<file path="config.mk">
export PLATFORM = sky130hd
export DESIGN_NAME = lag_column_cell
export DESIGN_NICKNAME = d
export VERILOG_FILES = /design/src/design/assert_macros.svh /design/src/design/lag_pkg.sv /design/src/design/lag_column_cell.sv
export SDC_FILE = /design/constraint.sdc
export NUM_CORES = 1
export LEC_CHECK = 0
export ABC_AREA = 1
export BUFFER_PORTS_ARGS = -buffer_cell sky130_fd_sc_hd__buf_2
export CAP_MARGIN = 20
export CORE_UTILIZATION = 60
export CTS_CLUSTER_DIAMETER = 30
export DETAILED_ROUTE_END_ITERATION = 12
export PLACE_DENSITY_LB_ADDON = 0.2
export SYNTH_ARGS = -nofsm -noshare
export SYNTH_HDL_FRONTEND = slang
export SYNTH_SLANG_ARGS = --single-unit
</file>
<file path="constraint.sdc">
create_clock -name clk_i -period 3.31 [get_ports clk_i]
set_clock_uncertainty 0.05 [all_clocks]
set_input_delay 0.1655 -clock clk_i [delete_from_list [all_inputs] [get_ports clk_i]]
set_output_delay 0.1655 -clock clk_i [all_outputs]
set_load 0.005 [all_outputs]
</file>
<file path="src/design/assert_macros.svh">
// Assertion macros shared by the grid RTL.
`ifndef ASSERT_MACROS_SVH
`define ASSERT_MACROS_SVH

// Check a property every clock edge outside reset.
`define LAG_ASSERT(lbl, clk, rst_n, prop, msg) \
  lbl: assert property (@(posedge clk) disable iff (!rst_n) (prop)) else $error(msg);

// Check that a condition implies another in the same cycle.
`define LAG_ASSERT_IMPL(lbl, clk, rst_n, pre, post, msg) \
  lbl: assert property (@(posedge clk) disable iff (!rst_n) (pre) |-> (post)) else $error(msg);

// Check that a condition implies another in the next cycle.
`define LAG_ASSERT_NEXT(lbl, clk, rst_n, pre, post, msg) \
  lbl: assert property (@(posedge clk) disable iff (!rst_n) (pre) |=> (post)) else $error(msg);

`endif

</file>
<file path="src/design/lag_pkg.sv">
// Types and constants of the Life grid.
package lag_pkg;

  localparam int KIND_W = 3;
  localparam int ROW_W  = 6;
  localparam int COL_W  = 6;
  localparam int CFG_W  = 7;
  localparam int APB_AW = 3;
  localparam int APB_DW = 32;
  localparam int NBR_W  = 4;

  localparam logic [CFG_W-1:0] FIELD_RESET = 7'd64;

  localparam logic REG_ROWS = 1'b0;
  localparam logic REG_COLS = 1'b1;

  localparam logic [NBR_W-1:0] BIRTH_COUNT   = 4'd3;
  localparam logic [NBR_W-1:0] SURVIVE_COUNT = 4'd2;

  typedef enum logic [KIND_W-1:0] {
    KIND_SET_ALIVE = 3'd0,
    KIND_SET_DEAD  = 3'd1,
    KIND_CLEAR     = 3'd2,
    KIND_STEP      = 3'd3,
    KIND_COMMIT    = 3'd4,
    KIND_READ      = 3'd5
  } kind_e;

  typedef struct packed {
    logic rotate;
    logic step_wr;
    logic set_wr;
    logic set_val;
    logic clear;
    logic commit;
    logic top_ok;
    logic bot_ok;
    logic row_in;
  } cell_ctrl_t;

endpackage

</file>
<file path="src/design/lag_column_cell.sv">
// One column of both planes, rotating its rows and applying the B3/S23 rule.
module lag_column_cell #(
  parameter int ROWS = 64
) (
  input  logic                clk_i,
  input  logic                rst_ni,
  input  lag_pkg::cell_ctrl_t ctrl_i,
  input  logic                sel_i,
  input  logic                col_ok_i,
  input  logic [2:0]          left_i,
  input  logic [2:0]          right_i,
  output logic [2:0]          nbr_o,
  output logic                cur_o
);

  localparam int NW = lag_pkg::NBR_W;

  logic [ROWS-1:0] cur_q, cur_d;
  logic [ROWS-1:0] nxt_q, nxt_d;
  logic            above;
  logic            below;
  logic [NW-1:0]   count;
  logic            live;

  assign above = cur_q[ROWS-1] & ctrl_i.top_ok;
  assign below = cur_q[1] & ctrl_i.bot_ok;
  assign nbr_o = col_ok_i ? {above, cur_q[0], below} : 3'b000;
  assign cur_o = cur_q[0];

  assign count = NW'(above) + NW'(below)
               + NW'(left_i[2]) + NW'(left_i[1]) + NW'(left_i[0])
               + NW'(right_i[2]) + NW'(right_i[1]) + NW'(right_i[0]);

  assign live = (count == lag_pkg::BIRTH_COUNT) ||
                (cur_q[0] && (count == lag_pkg::SURVIVE_COUNT));

  always_comb begin
    cur_d = cur_q;
    nxt_d = nxt_q;
    if (ctrl_i.clear) begin
      nxt_d = '0;
    end else if (ctrl_i.commit) begin
      cur_d = nxt_q;
    end else if (ctrl_i.rotate) begin
      cur_d = {cur_q[0], cur_q[ROWS-1:1]};
      nxt_d = {(ctrl_i.step_wr && ctrl_i.row_in && col_ok_i) ? live : nxt_q[0],
               nxt_q[ROWS-1:1]};
    end else if (ctrl_i.set_wr && sel_i) begin
      nxt_d[0] = ctrl_i.set_val;
    end
  end

  always_ff @(posedge clk_i or negedge rst_ni) begin
    if (!rst_ni) begin
      cur_q <= '0;
      nxt_q <= '0;
    end else begin
      cur_q <= cur_d;
      nxt_q <= nxt_d;
    end
  end

endmodule

</file>
# Word-level counts from Yosys, hierarchy flattened
# Cells that the tools add are included.
# op_classes
n_addsub	7
reduce_logical	11
n_mux	9
eq_ne	3
n_bitwise	3
# ops
cell	count
2-to-1 mux 64 bit	4
2-to-1 mux 63 bit	1
adder 4 x 1 -> 4 bit	4
== test 4 x 2 -> 1 bit, second input constant	2
AND reduction 2 bit	3
adder 3 x 1 -> 4 bit	1
logical AND 1 bit	4
nonzero test 2 bit	2
adder 2 x 1 -> 3 bit	1
2-to-1 mux 1 bit	3
2-to-1 mux 3 bit	1
nonzero test 3 bit	1
adder 1 x 1 -> 2 bit	1
AND 1 bit	2
!= test 2 x 1 -> 1 bit, second input constant	1
logical OR 1 bit	1
inverter 1 bit	1
# totals
ff_bits	128
input_bits	19
elab_cells	36

# Depth between registers and ports, before layout
# Gate-level depths: netlist (run 1).
# logic_depth
ltp_word	15
ltp_mapped	17

# Least setup slack after synthesis (run 1)
# No wires, ideal clock.
# synth_path
kind	input port to flip-flop
from	input port left_i[0]
to	register nxt_q[63]
setup_time_ns	0.065
stages	15
path_buffers	0
required_time_ns	3.195
slack_ns	0.442
t_arrival_ns	2.753
path_cell_list	inv_1 > fa_1 > inv_1 > fa_1 > inv_1 > fa_1 > inv_1 > ha_1 > fa_1 > o21ai_0 > nor2_1 > nand2_1 > nand2_1 > nand2_1 > nand2_1
# synth_between
elab_chain_len	11
# synth_lines
element	line_no	text
from (decl)	lag_column_cell.sv:10	input logic [2:0] left_i,
adder 4 x 1 -> 4 bit (*)	lag_column_cell.sv:31	+ NW'(left_i[2]) + NW'(left_i[1]) + NW'(left_i[0])
adder 4 x 1 -> 4 bit (*) (3 in a row)	lag_column_cell.sv:32	+ NW'(right_i[2]) + NW'(right_i[1]) + NW'(right_i[0]);
== test 4 x 2 -> 1 bit	lag_column_cell.sv:35	(cur_q[0] && (count == lag_pkg::SURVIVE_COUNT));
logical AND 1 bit	lag_column_cell.sv:35	
logical OR 1 bit (*)	lag_column_cell.sv:34	assign live = (count == lag_pkg::BIRTH_COUNT) ||
2-to-1 mux 1 bit (*)	lag_column_cell.sv:46	nxt_d = {(ctrl_i.step_wr && ctrl_i.row_in && col_ok_i) ? live : nxt_q[0],
2-to-1 mux 63 bit (*)	lag_column_cell.sv:44	end else if (ctrl_i.rotate) begin
2-to-1 mux 64 bit (*)	lag_column_cell.sv:42	end else if (ctrl_i.commit) begin
2-to-1 mux 64 bit (*)	lag_column_cell.sv:40	if (ctrl_i.clear) begin
to (signal assigned)	lag_column_cell.sv:59	nxt_q <= nxt_d;
to (decl)	lag_column_cell.sv:19	logic [ROWS-1:0] nxt_q, nxt_d;
# Mark *: on every way between the ends. The rest lies on a longest branch, timed or not. The select of a mux whose other input is x is not followed.
# A chain may end at the register's enable or synchronous reset.

# Worst setup path in the final report (run 1)
# layout_path
from	register cur_q[63]
to	register nxt_q[63]
# layout_between
elab_chain_len	15
# layout_lines
element	line_no	text
from (decl)	lag_column_cell.sv:18	logic [ROWS-1:0] cur_q, cur_d;
from (signal assigned)	lag_column_cell.sv:58	cur_q <= cur_d;
AND 1 bit (*)	lag_column_cell.sv:25	assign above = cur_q[ROWS-1] & ctrl_i.top_ok;
adder 1 x 1 -> 2 bit (*)	lag_column_cell.sv:30	assign count = NW'(above) + NW'(below)
adder 2 x 1 -> 3 bit (*)	lag_column_cell.sv:31	
adder 3 x 1 -> 4 bit (*)	lag_column_cell.sv:31	
adder 4 x 1 -> 4 bit (*)	lag_column_cell.sv:31	
adder 4 x 1 -> 4 bit (*) (3 in a row)	lag_column_cell.sv:32	
== test 4 x 2 -> 1 bit	lag_column_cell.sv:35	
logical AND 1 bit	lag_column_cell.sv:35	
logical OR 1 bit (*)	lag_column_cell.sv:34	
2-to-1 mux 1 bit (*)	lag_column_cell.sv:46	
2-to-1 mux 63 bit (*)	lag_column_cell.sv:44	
2-to-1 mux 64 bit (*)	lag_column_cell.sv:42	
2-to-1 mux 64 bit (*)	lag_column_cell.sv:40	
# Marks and branches as above.

==> results of run 1 <==
## cells by family after synthesis
| group | count (synthesis) | share of synthesized area (%) |
|---|---|---|
| compound gates | 194 | 19.5 |
| fa+ha+maj | 7 | 2.12 |
| buf+inv | 122 | 9.85 |
| flops | 128 | 57.8 |
| simple gates | 156 | 10.7 |
## critical path: cells and delay by family, from the launching register on
family	cells	cell delay, ps
compound gates	1	80
fa+ha+maj	4	1680
buf+inv	3	160
flops	1	380
simple gates	6	420
## power breakdown
| group | switching, mW | total [mW] | internal, mW |
|---|---|---|---|
| clock network | 0.720 | 1.95 | 1.23 |
| logic | 0.254 | 0.401 | 0.146 |
| registers | 0.0631 | 1.75 | 1.69 |
## sequential cells by signal, summed over array words and instances, names as in the netlist
signal	cells
cur_q	64
nxt_q	64
## placed cells by master (no fill, tap or decap)
master           n
dfrtp_1        128
nand2_1         84
inv_1           81
nor2_1          68
o21ai_0         66
o22ai_1         61
a21oi_1         56
buf_2           20
clkbuf_16       16
buf_4            8
a21oi_2          6
fa_1             4
clkinvlp_4       4
bufinv_16        4
nand3_1          3
ha_1             3
clkinv_4         3
inv_6            3
o21ai_4          2
a31oi_1          2
dlygate4sd3_1    2
buf_12           2
inv_2            1
nand3_2          1
o211ai_1         1
clkbuf_8         1
clkinv_2         1
## how the worst max path moves through the flow
stage / startpoint / endpoint / slack, ps
global placement: left_i[0] / nxt_q[63] / 290
detailed placement: left_i[0] / nxt_q[63] / 150
global route: cur_q[63] / nxt_q[63] / 270
floorplan: left_i[0] / nxt_q[63] / 440
CTS: cur_q[63] / nxt_q[63] / 490
finish: cur_q[63] / nxt_q[63] / 490
## metal layers
metal  vias to the layer above  GRT usage [%]  part of all wire, %
li1                       2026              -                    -
met1                      1954           32.5                   46
met2                        61           40.5                   50
met3                        16           4.37                  2.7
met4                         0           9.56                  1.7
met5                         -              0                    0
## what timing repair did
item                                    CTS  global route
endpoints found under the setup margin    0             0
setup buffers                             0             0
resized for setup                         0             0
endpoints found under the hold margin    72             0
hold buffers                              2             0
## final cells by class
| class | instances | area (um^2) |
|---|---|---|
| flip-flops and latches | 128 | 3200 |
| fillers | 632 | 2550 |
| multi-input cells | 357 | 1810 |
| clock buffers | 17 | 414 |
| inverters | 82 | 308 |
| repair buffers | 32 | 220 |
| clock inverters | 15 | 208 |
| well taps | 108 | 135 |
==> impl_metrics.ini, run 1 <==
[worst_hold_path]
min_from = sel_i
min_to = nxt_q[0]
min-delay-path-class = in -> reg
min_path_cells = 4

[worst_setup_path]
ff2ff_setup_slack_ps = 490
crit_chain = nand2_1, inv_1, fa_1, inv_1, fa_1, inv_1, ha_1, fa_1, o21ai_0, nor2_1, nand2_1, nand2_1, nand2_1, nand2_1
crit_path_end_kind = register
crit_arrival_ps = 3220
r2r_cells = 14
crit_required_ps = 3710
r2r_start = cur_q[63]
crit_fanout = 3
max_stage_delay_ps = 500
path_common_cell = nand2_1
worstSetupPathType = reg -> reg
critPathLaunchType = register
r2r-end = nxt_q[63]
cpMaxStageDelayCell = fa_1

[synth]
synth-main-ff-cell = dfrtp_1
synth_area_um2 = 5540
synth_top_area_share_pct = 57.8
ys_seq_elements = 128
synth_cell_types = 19
postSynthCellCount = 607
yosysWarnings = 0
synth_edf_count = 0
synth_seq_area_share_pct = 57.8
yosysTopAreaCell = dfrtp_1
synth.area.top_cells = dfrtp_1, o22ai_1, o21ai_0
synth_common_cells = dfrtp_1, nand2_1, inv_1
avgSynthCellArea_um2 = 9.13
synth_most_common_cell = dfrtp_1
async_reset_ff_share_pct = 100
syn-num-nets = 633

[grt]
grt_overflow_total = 0
grt_max_degree = 129
gr-usage-all-layers_pct = 24.5
grt_pass1_wl_mm = 18.6
grt_pass1_vias = 3961
antenna_found_initial = 0

[final_layout]
antennaDiodeCount = 0
final_util_pct = 71.2
final_design_area_no_fill_um2 = 6300
drive_gt1_share_pct = 11.4
area_delta_synth_final_pct = 13.7
nNetsFinal = 644
layoutNonFillerInstCount = 739

[drt]
vias = 4057
drt_iter0_drc = 247
drc = 2
drtAntennaViolNets = 0
routed_wl_mm = 10.3
vias_per_cell = 5.49
firstDrtPassIters = 8
wl_per_cell_um = 13.9

[sta]
finalSetupViolCount = 0
max_freq_mhz = 354
finalCritPeriodShare_pct = 85.2
tightest_slew_ps = 896
report.final.slew_viol_count = 0
period_needed_ps = 2820
fin_setup_tns_ps = 0
rsz0062_at_grt = false
whs_ps = -5.91
fin_ws_ps = 489
hold_viol = 1
slew-limit-headroom_pct = 40.3

[outcome]
violations = DRC, hold timing
status = complete, but fails checks

[floorplanning]
num_rows = 34
die_h_um = 98.1
start_util_pct = 62.6
die_x_um = 98.1
core-area_um2 = 8850
dieArea_um2 = 9620
pin_count = 23

[clocking]
cts_buffer_depth = 2
path_clk_slew_ps = 60
clkLatencyLatePin_ps = 510
cts_root_buf = clkbuf_8
cts_made_buffers = 17
cts_num_sinks = 128
cts_tree = yes
cts-htree-levels = 4

[place]
place_area_um2 = 5660
dp_cells = 705
portBuffers = 22
place_hpwl_mm = 6.07
place_ws_ps = 149
gp_congestion = 0.837

[power]
p_leak_nw = 2.91
total_power_mw = 4.11
powerDensity_nw_per_um2 = 652
ir_worst_vdd_mv = 0.434

[run]
maxCapViolCount = 0
Power figures use the tool's default switching activity.
==> run 2, diff against run 1 <==
--- a/config.mk
+++ b/config.mk
@@ -15,3 +15,4 @@
 export SYNTH_ARGS = -nofsm -noshare
 export SYNTH_HDL_FRONTEND = slang
 export SYNTH_SLANG_ARGS = --single-unit
+export TNS_END_PERCENT = 1
==> constraint.sdc (replaced) <==
create_clock -name clk_i -period 3.31 [get_ports clk_i]
set_clock_uncertainty 0.05 [all_clocks]
set_input_delay 0.662 -clock clk_i [delete_from_list [all_inputs] [get_ports clk_i]]
set_output_delay 0.662 -clock clk_i [all_outputs]
set_load 0.005 [all_outputs]
==> run 2 against run 1 <==
Effect of this change: the run ends with DRC left; core utilization is essentially flat; final area is essentially flat; flip-flop and latch count is the same; critical path depth grew 4; clock power grew 3%; routed wire length grew 1.7%; total power grew 1.4%; sequential share of layout area is essentially flat; sequential power is essentially flat; maximum frequency shrank 7.0%.
==> impl_metrics.ini, run 2 (synthesized netlist as in run 1, its figures left out) <==
[sta]
finalCritPeriodShare_pct = 91.6
hold_viol = 0
slew-limit-headroom_pct = 55.7
whs_ps = 114
finalSetupViolCount = 0
tightest_slew_ps = 665
rsz0062_at_grt = false
period_needed_ps = 3030
max_freq_mhz = 330
report.final.slew_viol_count = 0
fin_setup_tns_ps = 0

[power]
powerDensity_nw_per_um2 = 661
p_leak_nw = 2.91
ir_worst_vdd_mv = 0.356

[clocking]
clkLatencyLatePin_ps = 520
cts_num_sinks = 128
postCtsSetupBuffers = 0
cts_root_buf = clkbuf_8
cts-htree-levels = 4
cts_hold_buf = 0
cts_buffer_depth = 2
ctsResizeCount = 0
cts_made_buffers = 17
cts_tree = yes
path_clk_slew_ps = 60

[final_layout]
layout_commonest_cell = dfrtp_1
drive_gt1_share_pct = 11.3
most-common-layout-cells = dfrtp_1, nand2_1, inv_1
reg_top3 = cur_q x64, nxt_q x64
nFillCells = 641
area_delta_synth_final_pct = 13.8
final_design_area_no_fill_um2 = 6300
nNetsFinal = 642
antennaDiodeCount = 0

[drt]
firstDrtPassIters = 8
vias_per_cell = 5.54
drc = 1
routed_wl_mm = 10.5
drtAntennaViolNets = 0
drt_iter0_drc = 269
vias = 4079
wl_per_cell_um = 14.2

[worst_setup_path]
worstSetupPathType = in -> reg
cp-startpoint = left_i[0]
crit_arrival_ps = 3400
ff2ff_setup_slack_ps = 550
crit_required_ps = 3670
r2r-end = nxt_q[63]
r2r_start = cur_q[63]
critPathLaunchType = input port
crit_fanout = 2
crit_path_end_kind = register
r2r_cells = 16

[run]
maxCapViolCount = 0

[grt]
grt_pass1_wl_mm = 18.6
grt_max_degree = 129
antenna_found_initial = 0
grt_pass1_vias = 4002
gr-usage-all-layers_pct = 24.8
grt_overflow_total = 0

[floorplanning]
dieArea_um2 = 9620
die_h_um = 98.1
num_rows = 34
pin_count = 23
die_x_um = 98.1
start_util_pct = 62.6
core-area_um2 = 8850

[worst_hold_path]
min-delay-path-class = in -> async

[outcome]
status = complete, but fails checks
violations = DRC

[place]
place_hpwl_mm = 5.83
gp_congestion = 0.804
portBuffers = 22
place_area_um2 = 5660
## run 2: cell types whose count changed in the layout (fill, tap and decap cells not counted), sizes merged
cell and change:
dlygate4sd3 -2, clkbuf +4, clkinvlp -1, clkinv -2, inv -3, bufinv +1
## run 2: power by group
group | switching (mW) | internal [mW]
Sequential | 0.0645 | 1.69
Combinational | 0.250 | 0.143
Clock | 0.663 | 1.35
Total | 0.977 | 3.19
## run 2: per-stage QoR
step | std cells | utilization, % | setup WS [ps] | power, mW
detailed placement | 705 | 64.0 | -238 | 2.17
floorplan | 607 | - | -30.5 | 2.06
CTS | 736 | 71.2 | 316 | 4.20
global placement | 705 | 64.0 | -149 | 2.15
global route | 736 | 71.2 | 145 | 4.34
finish | 736 | 71.2 | 278 | 4.16
## run 2: cell type report
cell class	count	area, um^2	area share, %
Inverter	82	308	4.88
Sequential cell	128	3200	50.8
Multi-Input combinational cell	357	1810	28.8
Clock inverter	10	183	2.90
Clock buffer	21	459	7.29
Tap cell	108	135	2.14
Timing Repair Buffer	30	200	3.18
## run 2: metal layers
layer	wire [um]	global-route usage [%]	up-vias
li1	-	-	2015
met1	4840	32.3	1963
met2	5060	39.5	86
met3	412	6.80	15
met4	157	10.3	0
met5	0	0	-
## run 2: how the worst max path moves through the flow
stage / end / depth (start not counted)
global route: nxt_q[63] / 16
detailed placement: nxt_q[63] / 18
finish: nxt_q[63] / 18
floorplan: nxt_q[63] / 15
global placement: nxt_q[63] / 16
CTS: nxt_q[63] / 18
## run 2: worst max-delay path: stages
cell and delay (ps):
buf_2 80, inv_1 50, fa_1 530, inv_1 50
fa_1 470, inv_1 50, fa_1 470, inv_1 40
ha_2 170, fa_1 390, inv_1 80, nand2_1 50
nand2_1 70, nor2_1 40, nand2_1 50, nand2_1 40
nand2_1 60, nand2_1 50
==> run 3, diff against run 2 <==
--- a/config.mk
+++ b/config.mk
@@ -5,7 +5,6 @@
 export SDC_FILE = /design/constraint.sdc
 export NUM_CORES = 1
 export LEC_CHECK = 0
-export ABC_AREA = 1
 export BUFFER_PORTS_ARGS = -buffer_cell sky130_fd_sc_hd__buf_2
 export CAP_MARGIN = 20
 export CORE_UTILIZATION = 60
==> run 3 against run 2 <==
Effect of this change: the flow now finishes without violations; maximum frequency decreased by 2.6%; register-to-register slack got worse by 110 ps; sequential power down 11%; non-clock buffer count fell by 1; combinational power decreased by 51%; final area decreased by 0.95%; sequential share of layout area up 0.49 points; first-iteration DRC count decreased by 26%; final cell count decreased by 20%; clock-buffer cell count down 2; die area fell by 1.9%; critical path depth is 5 lower; largest power group unchanged; highest routed layer unchanged.
==> impl_metrics.ini, run 3 <==
[final_layout]
area_delta_synth_final_pct = 14.9
most-common-layout-cells = dfrtp_1, nand2_1, mux2i_1
regArea_um2 = 3200
drive_gt1_share_pct = 13.1
layout_commonest_cell = dfrtp_1
multi_input_area_um2 = 2020
nFillCells = 610
final_design_area_no_fill_um2 = 6240
layoutNonFillerInstCount = 589
antennaDiodeCount = 0
reg_top3 = cur_q x64, nxt_q x64
nNetsFinal = 494

[place]
portBuffers = 22
place_area_um2 = 5610
gp_congestion = 0.712
dp_cells = 557
place_hpwl_mm = 5.42

[synth]
yosysTopAreaCell = dfrtp_1
async_reset_ff_share_pct = 100
synth.area.top_cells = dfrtp_1, mux2i_1, a22o_1
synth_area_um2 = 5430
avgSynthCellArea_um2 = 11.9
synth_edf_count = 0
synth_most_common_cell = dfrtp_1
synth-main-ff-cell = dfrtp_1
syn-num-nets = 481
synth_common_cells = dfrtp_1, nand2_1, mux2i_1
postSynthCellCount = 455
yosysWarnings = 0
ys_seq_elements = 128
synth_cell_types = 25
synth_top_area_share_pct = 59.0
synth_seq_area_share_pct = 59.0

[worst_setup_path]
cp-startpoint = left_i[0]
r2r_start = cur_q[63]
worstSetupPathType = in -> reg
crit_family = adder cells
crit_arrival_ps = 3500
crit_path_end_kind = register
crit_buf_inv = 5
ff2ff_setup_slack_ps = 440
critPathLaunchType = input port
crit_fanout = 2
cpMaxStageDelayCell = fa_1
crit_required_ps = 3690
max_stage_delay_ps = 530
crit_chain = buf_2, inv_1, fa_1, inv_1, fa_1, inv_1, fa_1, inv_1, ha_2, fa_1, o221ai_1, a211o_1, nand2_1

[power]
p_leak_nw = 3.04
total_power_mw = 3.74
powerDensity_nw_per_um2 = 599
ir_worst_vdd_mv = 0.375

[drt]
wl_per_cell_um = 16.8
vias_per_cell = 5.99
firstDrtPassIters = 4
vias = 3526
routed_wl_mm = 9.87
drtAntennaViolNets = 0
drc = 0
drt_iter0_drc = 198

[grt]
grt_overflow_total = 0
gr-usage-all-layers_pct = 23.3
grt_max_degree = 129
grt_pass1_vias = 3623
antenna_found_initial = 0
grt_pass1_wl_mm = 17.5

[sta]
max_freq_mhz = 321
period_needed_ps = 3110
rsz0062_at_grt = false
tightest_slew_ps = 694
whs_ps = 132
fin_setup_tns_ps = 0
hold_viol = 0
finalSetupViolCount = 0
slew-limit-headroom_pct = 53.7
finalCritPeriodShare_pct = 94.1
report.final.slew_viol_count = 0

[clocking]
cts_num_sinks = 128
cts-htree-levels = 4
postCtsSetupBuffers = 0
cts_root_buf = clkbuf_8
clkLatencyLatePin_ps = 500
cts_buffer_depth = 2
cts_hold_buf = 0
cts_made_buffers = 17
ctsResizeCount = 0
path_clk_slew_ps = 60
cts_tree = yes

[floorplanning]
die_x_um = 97.1
start_util_pct = 62.0
num_rows = 34
die_h_um = 97.1
dieArea_um2 = 9440
core-area_um2 = 8760
pin_count = 23

[run]
maxCapViolCount = 0

[outcome]
status = complete, no violations

[worst_hold_path]
min-delay-path-class = in -> async
## run 3: cell types whose count changed after synthesis, moves of 6 or more
cell	delta
inv_1	-70
nor2_1	-68
mux2i_1	+65
a22o_1	+62
o22ai_1	-61
a21oi_1	-54
nand2_1	-18
buf_6	-6
## run 3: cells by family after synthesis
family                     synth area share, %
AOI/OAI and AO/OA                         17.1
DFF                                       59.0
and+or+nand+nor                           5.48
muxes                                     12.0
buffers and inverters                     4.28
adders and majority gates                 2.17
## run 3: final cells by class
cell class              count  share of cell area, %
flip-flops and latches    128                   51.3
multi-input cells         281                   32.4
clock buffers              19                   6.76
clock inverters            13                   3.41
repair buffers             29                   3.29
well taps                 108                   2.17
inverters                  11                  0.662
## run 3: path summary, 6_finish.rpt
path,endpoint,cells after the start
worst max register to register,nxt_q[63],10
max in group asynchronous,cur_q[14],2
worst min-delay path,nxt_q[1],1
worst min register to register,cur_q[54],2
min in group clk_i,nxt_q[0],2
worst max-delay path,nxt_q[63],13
## run 3: through the flow
step	setup WS (ps)	utilization (%)
final	196	71.2
after global routing	88.9	71.2
after CTS	203	71.2
after detailed placement	-282	64.0
after global placement	-223	64.0
after floorplan	-76.4	-
## run 3: per-layer routing
layer  up-vias  track usage [%]  wire length (um)
met4         0             6.89                62
met1      1818             31.3              4650
li1       1647                -                 -
met5         -                0                 0
met2        57             37.4              4860
met3         4             6.47               298
## run 3: power by group
group          switching, mW  internal (mW)  total (mW)
Combinational          0.134         0.0584       0.192
Clock                  0.673           1.30        1.97
Sequential           0.00213           1.57        1.57
